File: src/design/ols_pkg.sv
`timescale 1ns / 1ps
`default_nettype none

package ols_pkg;

  localparam int unsigned Depth   = 16;
  localparam int unsigned IdxW    = $clog2(Depth);
  localparam int unsigned CntW    = $clog2(Depth + 1);
  localparam int unsigned DataW   = 32;
  localparam int unsigned ModeW   = 3;
  localparam int unsigned StatusW = 2;
  localparam int unsigned PosW    = 4;
  localparam int unsigned OccW    = 5;

  typedef enum logic [ModeW-1:0] {
    MODE_INS_FRONT = 3'd0,
    MODE_INS_BACK  = 3'd1,
    MODE_REM_FRONT = 3'd2,
    MODE_REM_VALUE = 3'd3,
    MODE_SEARCH    = 3'd4
  } mode_e;

  typedef enum logic [StatusW-1:0] {
    ST_OK       = 2'd0,
    ST_FULL     = 2'd1,
    ST_EMPTY    = 2'd2,
    ST_NOTFOUND = 2'd3
  } status_e;

  typedef enum logic [4:0] {
    S_IDLE  = 5'b00001,
    S_CMP   = 5'b00010,
    S_SCAN  = 5'b00100,
    S_APPLY = 5'b01000,
    S_RESP  = 5'b10000
  } state_e;

  typedef enum logic [1:0] {
    CELL_HOLD      = 2'd0,
    CELL_LOAD      = 2'd1,
    CELL_FROM_PREV = 2'd2,
    CELL_FROM_NEXT = 2'd3
  } cell_cmd_e;

  typedef struct packed {
    cell_cmd_e cmd;
    logic      cmp_en;
  } cell_ctl_t;

endpackage

`default_nettype wire

File: src/design/ols_cell.sv
`timescale 1ns / 1ps
`default_nettype none

module ols_cell (
  input  wire logic                             clk_i,
  input  wire logic                             rst_ni,
  input  wire ols_pkg::cell_ctl_t               ctl_i,
  input  wire logic signed [ols_pkg::DataW-1:0] key_i,
  input  wire logic signed [ols_pkg::DataW-1:0] prev_data_i,
  input  wire logic signed [ols_pkg::DataW-1:0] next_data_i,
  output logic signed [ols_pkg::DataW-1:0]      data_o,
  output logic                                  hit_o
);

  logic signed [ols_pkg::DataW-1:0] data_q, data_d;
  logic                             hit_q, hit_d;

  always_comb begin
    case (ctl_i.cmd)
      ols_pkg::CELL_LOAD:      data_d = key_i;
      ols_pkg::CELL_FROM_PREV: data_d = prev_data_i;
      ols_pkg::CELL_FROM_NEXT: data_d = next_data_i;
      default:                 data_d = data_q;
    endcase
    hit_d = ctl_i.cmp_en ? (data_q == key_i) : hit_q;
  end

  always_ff @(posedge clk_i) begin
    data_q <= data_d;
  end

  always_ff @(posedge clk_i or negedge rst_ni) begin
    if (!rst_ni) begin
      hit_q <= 1'b0;
    end else begin
      hit_q <= hit_d;
    end
  end

  assign data_o = data_q;
  assign hit_o  = hit_q;

endmodule

`default_nettype wire

File: src/design/ordered_list_store.sv
// Bounded ordered list of 16 signed 32-bit words, usable as stack, queue or
// list, built as a row of cells that shift toward or away from the front.
// One word at a time: insert front, insert back and remove front go from
// acceptance straight to the apply step; search and remove by value first
// compare all cells in parallel, then a scan steps one cell per cycle until
// the first match or the end of the held words before the apply step. A new
// word is taken in the cycle after the result word is taken. Inserts into a
// full list are refused with status full; a remove front on an empty list
// reports empty.
`timescale 1ns / 1ps
`default_nettype none

module ordered_list_store (
  input  wire logic                               clk_i,
  input  wire logic                               rst_ni,
  input  wire logic                               in_valid_i,
  output logic                                    in_ready_o,
  input  wire logic [ols_pkg::ModeW-1:0]          mode_i,
  input  wire logic signed [ols_pkg::DataW-1:0]   value_i,
  output logic                                    out_valid_o,
  input  wire logic                               out_ready_i,
  output logic [ols_pkg::StatusW-1:0]             status_o,
  output logic signed [ols_pkg::DataW-1:0]        removed_value_o,
  output logic [ols_pkg::PosW-1:0]                position_o,
  output logic [ols_pkg::OccW-1:0]                occupancy_o
);

  ols_pkg::state_e                  state_q, state_d;
  ols_pkg::mode_e                   mode_q, mode_d;
  logic signed [ols_pkg::DataW-1:0] key_q, key_d;
  logic [ols_pkg::CntW-1:0]         idx_q, idx_d;
  logic                             found_q, found_d;
  logic [ols_pkg::CntW-1:0]         count_q, count_d;
  ols_pkg::status_e                 status_q, status_d;
  logic signed [ols_pkg::DataW-1:0] removed_q, removed_d;
  logic [ols_pkg::PosW-1:0]         pos_q, pos_d;

  ols_pkg::cell_ctl_t               ctl [ols_pkg::Depth];
  logic signed [ols_pkg::DataW-1:0] cell_data [ols_pkg::Depth];
  logic [ols_pkg::Depth-1:0]        hit;

  logic full, empty;

  assign full  = (count_q == ols_pkg::CntW'(ols_pkg::Depth));
  assign empty = (count_q == '0);

  for (genvar g = 0; g < ols_pkg::Depth; g++) begin : g_cell
    logic signed [ols_pkg::DataW-1:0] prev_data, next_data;
    if (g == 0) begin : g_first
      assign prev_data = key_q;
    end else begin : g_mid
      assign prev_data = cell_data[g-1];
    end
    if (g == ols_pkg::Depth - 1) begin : g_last
      assign next_data = key_q;
    end else begin : g_inner
      assign next_data = cell_data[g+1];
    end
    ols_cell u_cell (
      .clk_i       (clk_i),
      .rst_ni      (rst_ni),
      .ctl_i       (ctl[g]),
      .key_i       (key_q),
      .prev_data_i (prev_data),
      .next_data_i (next_data),
      .data_o      (cell_data[g]),
      .hit_o       (hit[g])
    );
  end

  always_comb begin
    state_d   = state_q;
    mode_d    = mode_q;
    key_d     = key_q;
    idx_d     = idx_q;
    found_d   = found_q;
    count_d   = count_q;
    status_d  = status_q;
    removed_d = removed_q;
    pos_d     = pos_q;
    for (int i = 0; i < ols_pkg::Depth; i++) begin
      ctl[i].cmd    = ols_pkg::CELL_HOLD;
      ctl[i].cmp_en = 1'b0;
    end

    case (state_q)
      ols_pkg::S_IDLE: begin
        if (in_valid_i) begin
          mode_d = ols_pkg::mode_e'(mode_i);
          key_d  = value_i;
          if (mode_i == ols_pkg::MODE_REM_VALUE || mode_i == ols_pkg::MODE_SEARCH) begin
            state_d = ols_pkg::S_CMP;
          end else begin
            state_d = ols_pkg::S_APPLY;
          end
        end
      end
      ols_pkg::S_CMP: begin
        for (int i = 0; i < ols_pkg::Depth; i++) begin
          ctl[i].cmp_en = 1'b1;
        end
        idx_d   = '0;
        found_d = 1'b0;
        state_d = ols_pkg::S_SCAN;
      end
      ols_pkg::S_SCAN: begin
        if (idx_q == count_q) begin
          state_d = ols_pkg::S_APPLY;
        end else if (hit[idx_q[ols_pkg::IdxW-1:0]]) begin
          found_d = 1'b1;
          state_d = ols_pkg::S_APPLY;
        end else begin
          idx_d = idx_q + 1'b1;
        end
      end
      ols_pkg::S_APPLY: begin
        status_d  = ols_pkg::ST_OK;
        removed_d = '0;
        pos_d     = '0;
        case (mode_q)
          ols_pkg::MODE_INS_FRONT: begin
            if (full) begin
              status_d = ols_pkg::ST_FULL;
            end else begin
              for (int i = 0; i < ols_pkg::Depth; i++) begin
                ctl[i].cmd = (i == 0) ? ols_pkg::CELL_LOAD : ols_pkg::CELL_FROM_PREV;
              end
              count_d = count_q + 1'b1;
            end
          end
          ols_pkg::MODE_INS_BACK: begin
            if (full) begin
              status_d = ols_pkg::ST_FULL;
            end else begin
              for (int i = 0; i < ols_pkg::Depth; i++) begin
                if (ols_pkg::CntW'(i) == count_q) begin
                  ctl[i].cmd = ols_pkg::CELL_LOAD;
                end
              end
              count_d = count_q + 1'b1;
            end
          end
          ols_pkg::MODE_REM_FRONT: begin
            if (empty) begin
              status_d = ols_pkg::ST_EMPTY;
            end else begin
              removed_d = cell_data[0];
              for (int i = 0; i < ols_pkg::Depth; i++) begin
                ctl[i].cmd = ols_pkg::CELL_FROM_NEXT;
              end
              count_d = count_q - 1'b1;
            end
          end
          ols_pkg::MODE_REM_VALUE: begin
            if (!found_q) begin
              status_d = ols_pkg::ST_NOTFOUND;
            end else begin
              for (int i = 0; i < ols_pkg::Depth; i++) begin
                if (ols_pkg::CntW'(i) >= idx_q) begin
                  ctl[i].cmd = ols_pkg::CELL_FROM_NEXT;
                end
              end
              count_d = count_q - 1'b1;
            end
          end
          ols_pkg::MODE_SEARCH: begin
            if (!found_q) begin
              status_d = ols_pkg::ST_NOTFOUND;
            end else begin
              pos_d = ols_pkg::PosW'(idx_q);
            end
          end
          default: begin
          end
        endcase
        state_d = ols_pkg::S_RESP;
      end
      ols_pkg::S_RESP: begin
        if (out_ready_i) begin
          state_d = ols_pkg::S_IDLE;
        end
      end
      default: begin
        state_d = ols_pkg::S_IDLE;
      end
    endcase
  end

  always_ff @(posedge clk_i or negedge rst_ni) begin
    if (!rst_ni) begin
      state_q <= ols_pkg::S_IDLE;
      count_q <= '0;
      found_q <= 1'b0;
      idx_q   <= '0;
    end else begin
      state_q <= state_d;
      count_q <= count_d;
      found_q <= found_d;
      idx_q   <= idx_d;
    end
  end

  always_ff @(posedge clk_i) begin
    mode_q    <= mode_d;
    key_q     <= key_d;
    status_q  <= status_d;
    removed_q <= removed_d;
    pos_q     <= pos_d;
  end

  assign in_ready_o      = (state_q == ols_pkg::S_IDLE);
  assign out_valid_o     = (state_q == ols_pkg::S_RESP);
  assign status_o        = status_q;
  assign removed_value_o = removed_q;
  assign position_o      = pos_q;
  assign occupancy_o     = ols_pkg::OccW'(count_q);

endmodule

`default_nettype wire

File: config.mk
export PLATFORM = sky130hd
export DESIGN_NAME = ordered_list_store
export DESIGN_NICKNAME = d
export VERILOG_FILES = /design/src/design/ols_pkg.sv /design/src/design/ols_cell.sv /design/src/design/ordered_list_store.sv
export SDC_FILE = /design/constraint.sdc
export NUM_CORES = 1
export LEC_CHECK = 0
export BUFFER_PORTS_ARGS = -buffer_cell sky130_fd_sc_hd__buf_4
export CAP_MARGIN = 20
export CORE_ASPECT_RATIO = 1.5
export CORE_MARGIN = 2
export CORE_UTILIZATION = 45
export CTS_BUF_LIST = sky130_fd_sc_hd__clkbuf_8 sky130_fd_sc_hd__clkbuf_16
export CTS_CLUSTER_DIAMETER = 40
export CTS_CLUSTER_SIZE = 40
export DETAILED_ROUTE_END_ITERATION = 10
export GPL_ROUTABILITY_DRIVEN = 1
export PLACE_DENSITY = 0.71
export SLEW_MARGIN = 0
export SYNTH_ARGS = -nofsm -noshare
export SYNTH_HDL_FRONTEND = slang
export SYNTH_HIERARCHICAL = 1
export SYNTH_SLANG_ARGS = --single-unit
export TNS_END_PERCENT = 10
File: constraint.sdc
create_clock -name clk_i -period 4.3 [get_ports clk_i]
set_clock_uncertainty 0.2 [all_clocks]
set_input_delay 0.43 -clock clk_i [delete_from_list [all_inputs] [get_ports clk_i]]
set_output_delay 0.43 -clock clk_i [all_outputs]
set_load 0.01 [all_outputs]
# Word-level counts from Yosys, hierarchy flattened
# Index checks and enable logic that the tools add are counted.
# W data, S select, Z words.
[word_totals] ff_bits=617 in_bits=39 output_inout_bits=45 word_cells=333
[op_classes] n_addsub=3 n_lt_le_gt_ge=17 eq_ne=101 n_mux=138 bitwise_logic=1 reduce_logical=32
[op_table] op="$pmux W32 S3" count=14
[op_table] op="$eq A32 B32 Y1" count=16
[op_table] op="$pmux W2 S4" count=16
[op_table] op="$pmux W32 S2" count=2
[op_table] op="$mux W2" count=52
[op_table] op="$eq A2 B2 Y1 const B" count=32
[op_table] op="$mux W5" count=9
[op_table] op="$reduce_bool A3 Y1" count=15
[op_table] op="$eq A4 B5 Y1 const A" count=8
[op_table] op="$ge A4 B5 Y1 const A" count=8
[op_table] op="$mux W1" count=38
[op_table] op="$eq A2 B1 Y1 const B" count=16
[op_table] op="$pmux W5 S5" count=1
[op_table] op="$eq A3 B5 Y1 const A" count=4
[op_table] op="$ge A3 B5 Y1 const A" count=4
[op_table] op="$pmux W5 S3" count=1
[op_table] op="$ne A2 B2 Y1 const B" count=7
[op_table] op="$add A5 B1 Y5 const B" count=2
[op_table] op="$eq A2 B5 Y1 const A" count=2
[op_table] op="$eq A5 B5 Y1 const B" count=2
[op_table] op="$ge A1 B5 Y1 const A" count=2
[op_table] op="$ge A2 B5 Y1 const A" count=2
[op_table] op="$pmux W5 S2" count=1
[op_table] op="$reduce_or A2 Y1" count=5
[op_table] op="other kinds (25)" count=33

# Depth between registers and ports, before layout
# Gate-level depths: netlist of the first run.
[depth] ltp_word=8 depth_mapped=12 mapped_depth_nobuf=8

# By module
# Netlist of the first run, hierarchy kept.
[by_module_without_submodules] module="ols_cell" n_inst=16 cells_per_inst=186 area_per_inst_um2=2006.9 seq_area_each_um2=985.9
[by_module_without_submodules] module="ordered_list_store" n_inst=1 cells_per_inst=349 area_per_inst_um2=4205.3 seq_area_each_um2=2593.7

# Worst setup path after synthesis of the first run
# No wires, ideal clock.
[synth_path] path_type="reg-to-reg" startpoint="reg count_q (netlist bit occupancy_o[0])" endpoint="reg g_cell[10].u_cell.data_q (netlist bit g_cell[10].u_cell/data_o[0]) (enable)" setup_time_ns=0.375 arrival_ns=2.655 required_time_ns=3.725 setup_slack_ns=1.070 stages_incl_launch_ff=10 n_path_buf=2 period_less_slack_ns=3.230 cell_sequence="dfrtp_1 -> inv_1 -> ha_1 -> nor4b_1 -> nor3_1 -> a21oi_1 -> a21oi_1 -> buf_2 -> buf_4 -> or2_2"
[synth_rtl] item="start, declared" line="ordered_list_store.sv:33" text="logic [ols_pkg::CntW-1:0] count_q, count_d;"
[synth_rtl] item="start signal, assigned" line="ordered_list_store.sv:197" text="count_q <= count_d;"
[synth_rtl] item="end signal, assigned" line="ols_cell.sv:29" text="data_q <= data_d;"
[synth_rtl] item="end, declared" line="ols_cell.sv:15" text="logic signed [ols_pkg::DataW-1:0] data_q, data_d;"

==> results.yml, run 1 <==
outcome:
  status: "finished, final reports clean"
setup_path:
  path_max_fanout: 18
  worst_path_dominant_cell_family: "simple AND/OR/NAND/NOR gates"
  worstPathBufferInverterCount: 3
  critPathRequiredTime_ns: 4.49
  critPathArrivalTime_ns: 3.96
  endpoint_kind: "flip-flop"
  critPathMaxStageDelay_ns: 0.80
  path_cells: "inv_1 -> ha_1 -> nor4b_1 -> buf_4 -> or3_1 -> a31oi_4 -> or2_2 -> buf_12"
  worstSetupStartpointType: "flip-flop"
  crit_type: "flip-flop to flip-flop"
  slowest_stage: "or3_1"
  cp-startpoint: "occupancy_o[0]"
  regToRegStartpoint: "occupancy_o[0]"
clocking:
  htreeDepth: 2
  clock_latency_ns: 0.64
  cts_max_path_buffers: 3
  postCtsSetupRepairBufs: 0
  cts_buffers: 60
  clockRootBuffer: "clkbuf_16"
  cts_sinks: 617
  cts_tree: "built"
  cts.clk_slew.worst_paths_ns: 0.08
timing:
  slew_headroom_pct: 30.2
  worstMarginPinSlew_ns: 1.05
  hold_slack_ns: 0.0909
  hold_viol: 0
  fmax_ghz: 0.265
  setup_ws_ns: 0.526
  rsz0062_at_grt: "no"
  maxSlewViolCount: 0
  fin_crit_sh_pct: 87.8
  fin_tns_setup_ns: 0
  setup_viol: 0
  period_minus_slack_ns: 3.77
routing:
  wl_um: 84500
  ant_nets: 0
  dr.first_iter.drc_count: 1712
  vias: 24607
  drt_first_pass_iters: 5
  wire_per_inst_um: 18.9
  avgViaCountPerCell: 5.49
  remaining_drc_errors: 0
logic_synthesis:
  syn_area_mm2: 0.0363
  synth_top_area_cell: "edfxtp_1"
  synthTopCellsByArea: "edfxtp_1 (48%), mux2i_1 (14%), xor2_1 (12%)"
  synth_edf_count: 585
  async_flop_share_pct: 5.19
  ys_seq_elements: 617
  synth_common_cells: "edfxtp_1 (585), a21oi_1 (541), nor2_1 (531), mux2i_1 (515), xor2_1 (502)"
  synth_flop_cell: "edfxtp_1"
  avgSynthCellArea_um2: 10.9
  ys_seq_area_share_pct: 50.6
  syn_nets: 3373
  synth.top_cell.area_share_pct: 48.4
  synth_cell_types: 51
  yosysWarnings: 6
  synthMostInstantiatedCell: "edfxtp_1"
  syn_inst: 3325
placement:
  dp_worst_setup_slack_ns: 0.581
  io_buffers: 83
  gp_congestion: 0.837
  dp_hpwl_um: 62300
  placed_area_mm2: 0.0384
die:
  die_w_um: 236
  die_area_mm2: 0.0830
  fp-row-count: 127
  io_pins: 84
  die_h_um: 352
  start_util_pct: 45.4
  coreArea_mm2: 0.0799
flow_run:
  cap_violations: 0
cells_and_area:
  antennaDiodeCount: 0
  final_nets: 3445
  nFillCells: 6873
  seqCellArea_mm2: 0.0184
  drive_gt1_share_pct: 9.65
  final_area_mm2: 0.0409
  syn_to_final_growth_pct: 12.5
  multi_input_area_mm2: 0.0174
global_route:
  grt_usage_pct: 19.8
  grt_overflow: 0
  grt_max_degree: 65
  grt_pass1_wl_um: 134000
  grt_pass1_vias: 24221
  antenna_found_initial: 0
power_and_ir_drop:
  p_leak_nw: 13.3
  ir_drop_v: 0.000402
  powerDensity_mw_per_mm2: 430
min_path:
  hp-class: "input pin to asynchronous set/reset pin"
[state kept, by name, indices dropped and copies added (netlist names)]
signal	count
state_q	5
occupancy_o	5
position_o	4
g_cell.u_cell/data_o	512
idx_q	5
mode_q	3
found_q	1
g_cell.u_cell/hit_o	16
status_o	2
removed_value_o	32
g_cell.prev_data	32
[power breakdown]
part,leakage (nW),internal (W),switching (W)
combinational,6.54,0.00162,0.00268
clock,1.04,0.00295,0.00265
sequential,5.72,0.00737,0.000315
total,13.3,0.0119,0.00564
[routing by layer]
layer | wire length (µm) | up-vias | global-route usage (%)
met3 | 2420 | 150 | 1.63
met4 | 3340 | 0 | 8.18
met1 | 33000 | 11751 | 22.6
met2 | 45700 | 519 | 37.8
met5 | 0 | - | 0
li1 | - | 12187 | -
[timing repair]
item	CTS	global route
hold endpoints to repair	70	0
hold buffers	38	0
resized for setup	0	0
[cells by family after synthesis]
kind of cell / synth area share [%]
buffers and inverters: 2.79
adders and majority gates: 0.310
muxes: 14.5
AOI/OAI and AO/OA: 8.55
and+or+nand+nor: 10.6
xor gates and xnor gates: 12.6
DFF: 50.6
[cells in the final DEF (no fill, tap or decap), drive strengths merged, types with 9 or more instances in the layout]
master and count:
edfxtp 585, a21oi 541, nor2 531, mux2i 516
xor2 502, buf 168, nor4 113, clkbuf 63
nand3 41, dlygate4sd3 38, and2 38, inv 34
dfrtp 31, nand2 29, nor3 23, clkinv 23
xnor2 20, o31ai 18, nand2b 17, or2 16
nand4 16, o21ai 12, a31oi 11, ha 9
[per-stage QoR]
step,cells,power [W],utilization [%]
after floorplan,3325,0.0108,-
after global placement,4329,0.0119,48.0
after detailed placement,4329,0.0121,48.0
after CTS,4481,0.0177,51.1
after global routing,4481,0.0184,51.1
final,4481,0.0176,51.1
[area by class of cell]
type | instances | area share (%)
sequential | 617 | 44.9
clock inverter | 51 | 1.32
multi-input combinational | 2499 | 42.5
inverter | 13 | 0.119
clock buffer | 63 | 3.83
tap | 1032 | 3.16
timing repair buffer | 206 | 4.17
[worst paths after layout]
kind	endpoint	slack, ns	depth (start not counted)
min in group clk_i	g_cell[6].u_cell/hit_o	0.28	2
setup / recovery	g_cell[7].u_cell/data_o[17]	0.53	8
setup reg to reg	g_cell[7].u_cell/data_o[17]	0.53	8
hold / removal	state_q[3]	0.09	2
max in group asynchronous	g_cell[15].u_cell/hit_o	3.44	2
hold reg to reg	g_cell[6].u_cell/hit_o	0.28	2
[worst reg2reg max path: stages, from the launching register on]
cell and delay, ns:
dfrtp_1 0.45, inv_1 0.17, ha_1 0.24, nor4b_1 0.30, buf_4 0.20, or3_1 0.81
a31oi_4 0.38, or2_2 0.57, buf_12 0.23
No activity file was read; power rests on OpenSTA's default activity.
==> inputs of run 2 (changes only) <==
Settings changed: ABC_AREA set to 1, PLACE_DENSITY 0.71 to 0.7.
==> run 2 against run 1 <==
Die area increased by 10%. Synthesized cell count increased by 58%. Wire length increased by 36%. Final area increased by 11%. Non-clock buffer count increased by 5. Worst hold slack improved by 0.11 ns. Power increased by 18%. Maximum frequency increased by 4.0%. Sequential power increased by 2%. Global-route usage increased by 5.3 points. Clock-buffer cell count increased by 29. Critical path depth increased by 5. Largest power group is now the clock network.
==> results.yml, run 2 <==
timing:
  period_minus_slack_ns: 3.63
  setup_viol: 0
  rsz0062_at_grt: "no"
  fin_tns_setup_ns: 0
  hold_viol: 0
  hold_slack_ns: 0.204
  fin_crit_sh_pct: 84.4
  maxSlewViolCount: 0
  worstMarginPinSlew_ns: 0.955
  fmax_ghz: 0.276
  slew_headroom_pct: 36.4
die:
  start_util_pct: 45.2
  coreArea_mm2: 0.0885
  die_w_um: 248
  fp-row-count: 134
  die_area_mm2: 0.0914
  io_pins: 84
  die_h_um: 369
routing:
  wl_um: 115000
  ant_nets: 0
  dr.first_iter.drc_count: 2478
  avgViaCountPerCell: 5.28
  drt_first_pass_iters: 7
  vias: 34608
  remaining_drc_errors: 0
  wire_per_inst_um: 17.5
flow_run:
  cap_violations: 0
power_and_ir_drop:
  p_leak_nw: 18.9
  internal-power_w: 0.0141
  switching_share_pct: 31.9
  finalPower_w: 0.0207
  p_seq_share_pct: 38.0
  p_sw_w: 0.00660
  p_comb_share_pct: 23.0
  powerDensity_mw_per_mm2: 458
  ir_drop_v: 0.000416
  clockPowerShare_pct: 39.0
setup_path:
  critPathRequiredTime_ns: 4.59
  endpoint_kind: "flip-flop"
  cp-startpoint: "occupancy_o[0]"
  regToRegSetupSlack_ns: 0.67
  worst-r2r-cell-count: 13
  crit_type: "flip-flop to flip-flop"
  r2r_end: "g_cell[14].u_cell/data_o[17]"
  regToRegStartpoint: "occupancy_o[0]"
  worstSetupStartpointType: "flip-flop"
  path_max_fanout: 32
  critPathArrivalTime_ns: 3.92
  crit_end: "g_cell[14].u_cell/data_o[17]"
cells_and_area:
  final_cell_mix: "nand2_1 (1716), inv_1 (857), nand3_1 (796), edfxtp_1 (585), o211ai_1 (352)"
  final_cells: 6552
  final_area_mm2: 0.0452
  multi_input_area_mm2: 0.0172
  seqCellArea_mm2: 0.0184
  syn_to_final_growth_pct: 13.0
  final_nets: 5366
  largest_reg_flops: 512
  nFillCells: 8320
  drive_gt1_share_pct: 7.64
  mostFrequentLayoutCell: "nand2_1"
logic_synthesis:
  syn_nets: 5300
  synth_flop_cell: "edfxtp_1"
  async_flop_share_pct: 5.19
  syn_area_mm2: 0.0400
  synth_cell_types: 39
  synth_edf_count: 585
  synth_common_cells: "nand2_1 (1716), inv_1 (857), nand3_1 (796), edfxtp_1 (585), o211ai_1 (352)"
  yosysWarnings: 6
  synthMostInstantiatedCell: "nand2_1"
  synth_top_area_cell: "edfxtp_1"
  avgSynthCellArea_um2: 7.62
  ys_seq_area_share_pct: 45.9
  ys_seq_elements: 617
  syn_inst: 5252
  synth.top_cell.area_share_pct: 43.9
  synthTopCellsByArea: "edfxtp_1 (44%), nand2_1 (16%), nand3_1 (10%)"
global_route:
  grt_pass1_wl_um: 180000
  antenna_found_initial: 6
  grt_overflow: 0
  grt_max_degree: 55
  grt_pass1_vias: 33514
  grt_usage_pct: 25.2
outcome:
  status: "finished, final reports clean"
clocking:
  cts.clk_slew.worst_paths_ns: 0.06
  clockRootBuffer: "clkbuf_16"
  cts_tree: "built"
  cts_max_path_buffers: 3
  clock_latency_ns: 0.67
  htreeDepth: 3
  postCtsSetupRepairBufs: 0
  cts_sinks: 617
  cts_buffers: 92
min_path:
  hp-class: "input pin to asynchronous set/reset pin"
placement:
  dp_hpwl_um: 90100
  dp_cells: 6341
  io_buffers: 83
  gp_congestion: 0.892
  placed_area_mm2: 0.0415
[run 2: changes by cell type in the layout (fill, tap and decap cells not counted), moves of 352 or more]
cell	change
nand2_1	+1687
inv_1	+840
nand3_1	+755
mux2i_1	-515
a21oi_1	-514
xor2_1	-480
o211ai_1	+352
[run 2: cell type report]
| class | count | area share, % |
|---|---|---|
| Clock buffer | 92 | 5.09 |
| Antenna cell | 1 | 0.00553 |
| Timing Repair Buffer | 211 | 3.74 |
| Inverter | 863 | 7.16 |
| Multi-Input combinational cell | 3533 | 38.0 |
| Clock inverter | 79 | 2.21 |
| Sequential cell | 617 | 40.6 |
| Tap cell | 1156 | 3.20 |
[run 2: kinds of logic (layout without fill, tap and decap cells)]
group                    count (synthesis)  after routing  synth area share (%)
adder cells (fa/ha/maj)                  9              9                 0.281
other                                    0              1                     0
AND/OR/NAND/NOR                       2916           2916                  31.1
buffers and inverters                 1102           1245                  11.4
AO/OA/AOI/OAI                          455            455                  8.00
flip-flops                             617            617                  45.9
XOR/XNOR                               153            153                  3.35
[run 2: power by group through the flow]
stage	clock network, W	registers [W]	logic (W)
2_1_floorplan	0	0.00816	0.00310
3_3_place_gp	0	0.00797	0.00456
3_5_place_dp	0	0.00798	0.00469
4_1_cts	0.00819	0.00786	0.00474
5_1_grt	0.00844	0.00792	0.00537
6_report	0.00807	0.00787	0.00476
[run 2: stage by stage]
step           setup slack (ns)  util [%]
6_report                  0.672      51.1
5_1_grt                   0.357      51.1
4_1_cts                   0.662      51.1
3_5_place_dp              0.682      46.9
3_3_place_gp              0.729      46.9
2_1_floorplan              1.45         -
[run 2: worst min-delay path by stage]
stage	endpoint	slack, ns	from
2_1_floorplan	found_q	-0.07	rst_ni
3_3_place_gp	g_cell[2].u_cell/hit_o	0.23	rst_ni
3_5_place_dp	g_cell[2].u_cell/hit_o	0.24	rst_ni
4_1_cts	g_cell[2].u_cell/hit_o	0.21	rst_ni
5_1_grt	g_cell[2].u_cell/hit_o	0.22	rst_ni
6_report	g_cell[2].u_cell/hit_o	0.20	rst_ni
[run 2: layer usage]
metal / wire length (µm) / vias to the layer above / track usage [%]
met4: 7400 / 0 / 15.2
met5: 0 / - / 0
met3: 4890 / 298 / 2.94
li1: - / 17360 / -
met2: 61100 / 927 / 47.4
met1: 41600 / 16023 / 26.3
[run 2: repair_timing]
| action | in CTS | in global routing |
|---|---|---|
| hold endpoints to repair | 70 | 0 |
| gates resized for setup | 0 | 0 |
| hold buffers | 38 | 0 |
[run 2: critical path, cell delays in order, from the launching register on]
cell	delay, ns
dfrtp_1	0.49
inv_1	0.18
ha_1	0.27
inv_1	0.06
nor2_1	0.05
nand2_1	0.11
nand3_2	0.17
nand4_1	0.21
o21ai_1	0.16
a21oi_4	0.32
inv_1	0.32
nor2_4	0.65
nand2_1	0.13
o211ai_1	0.13
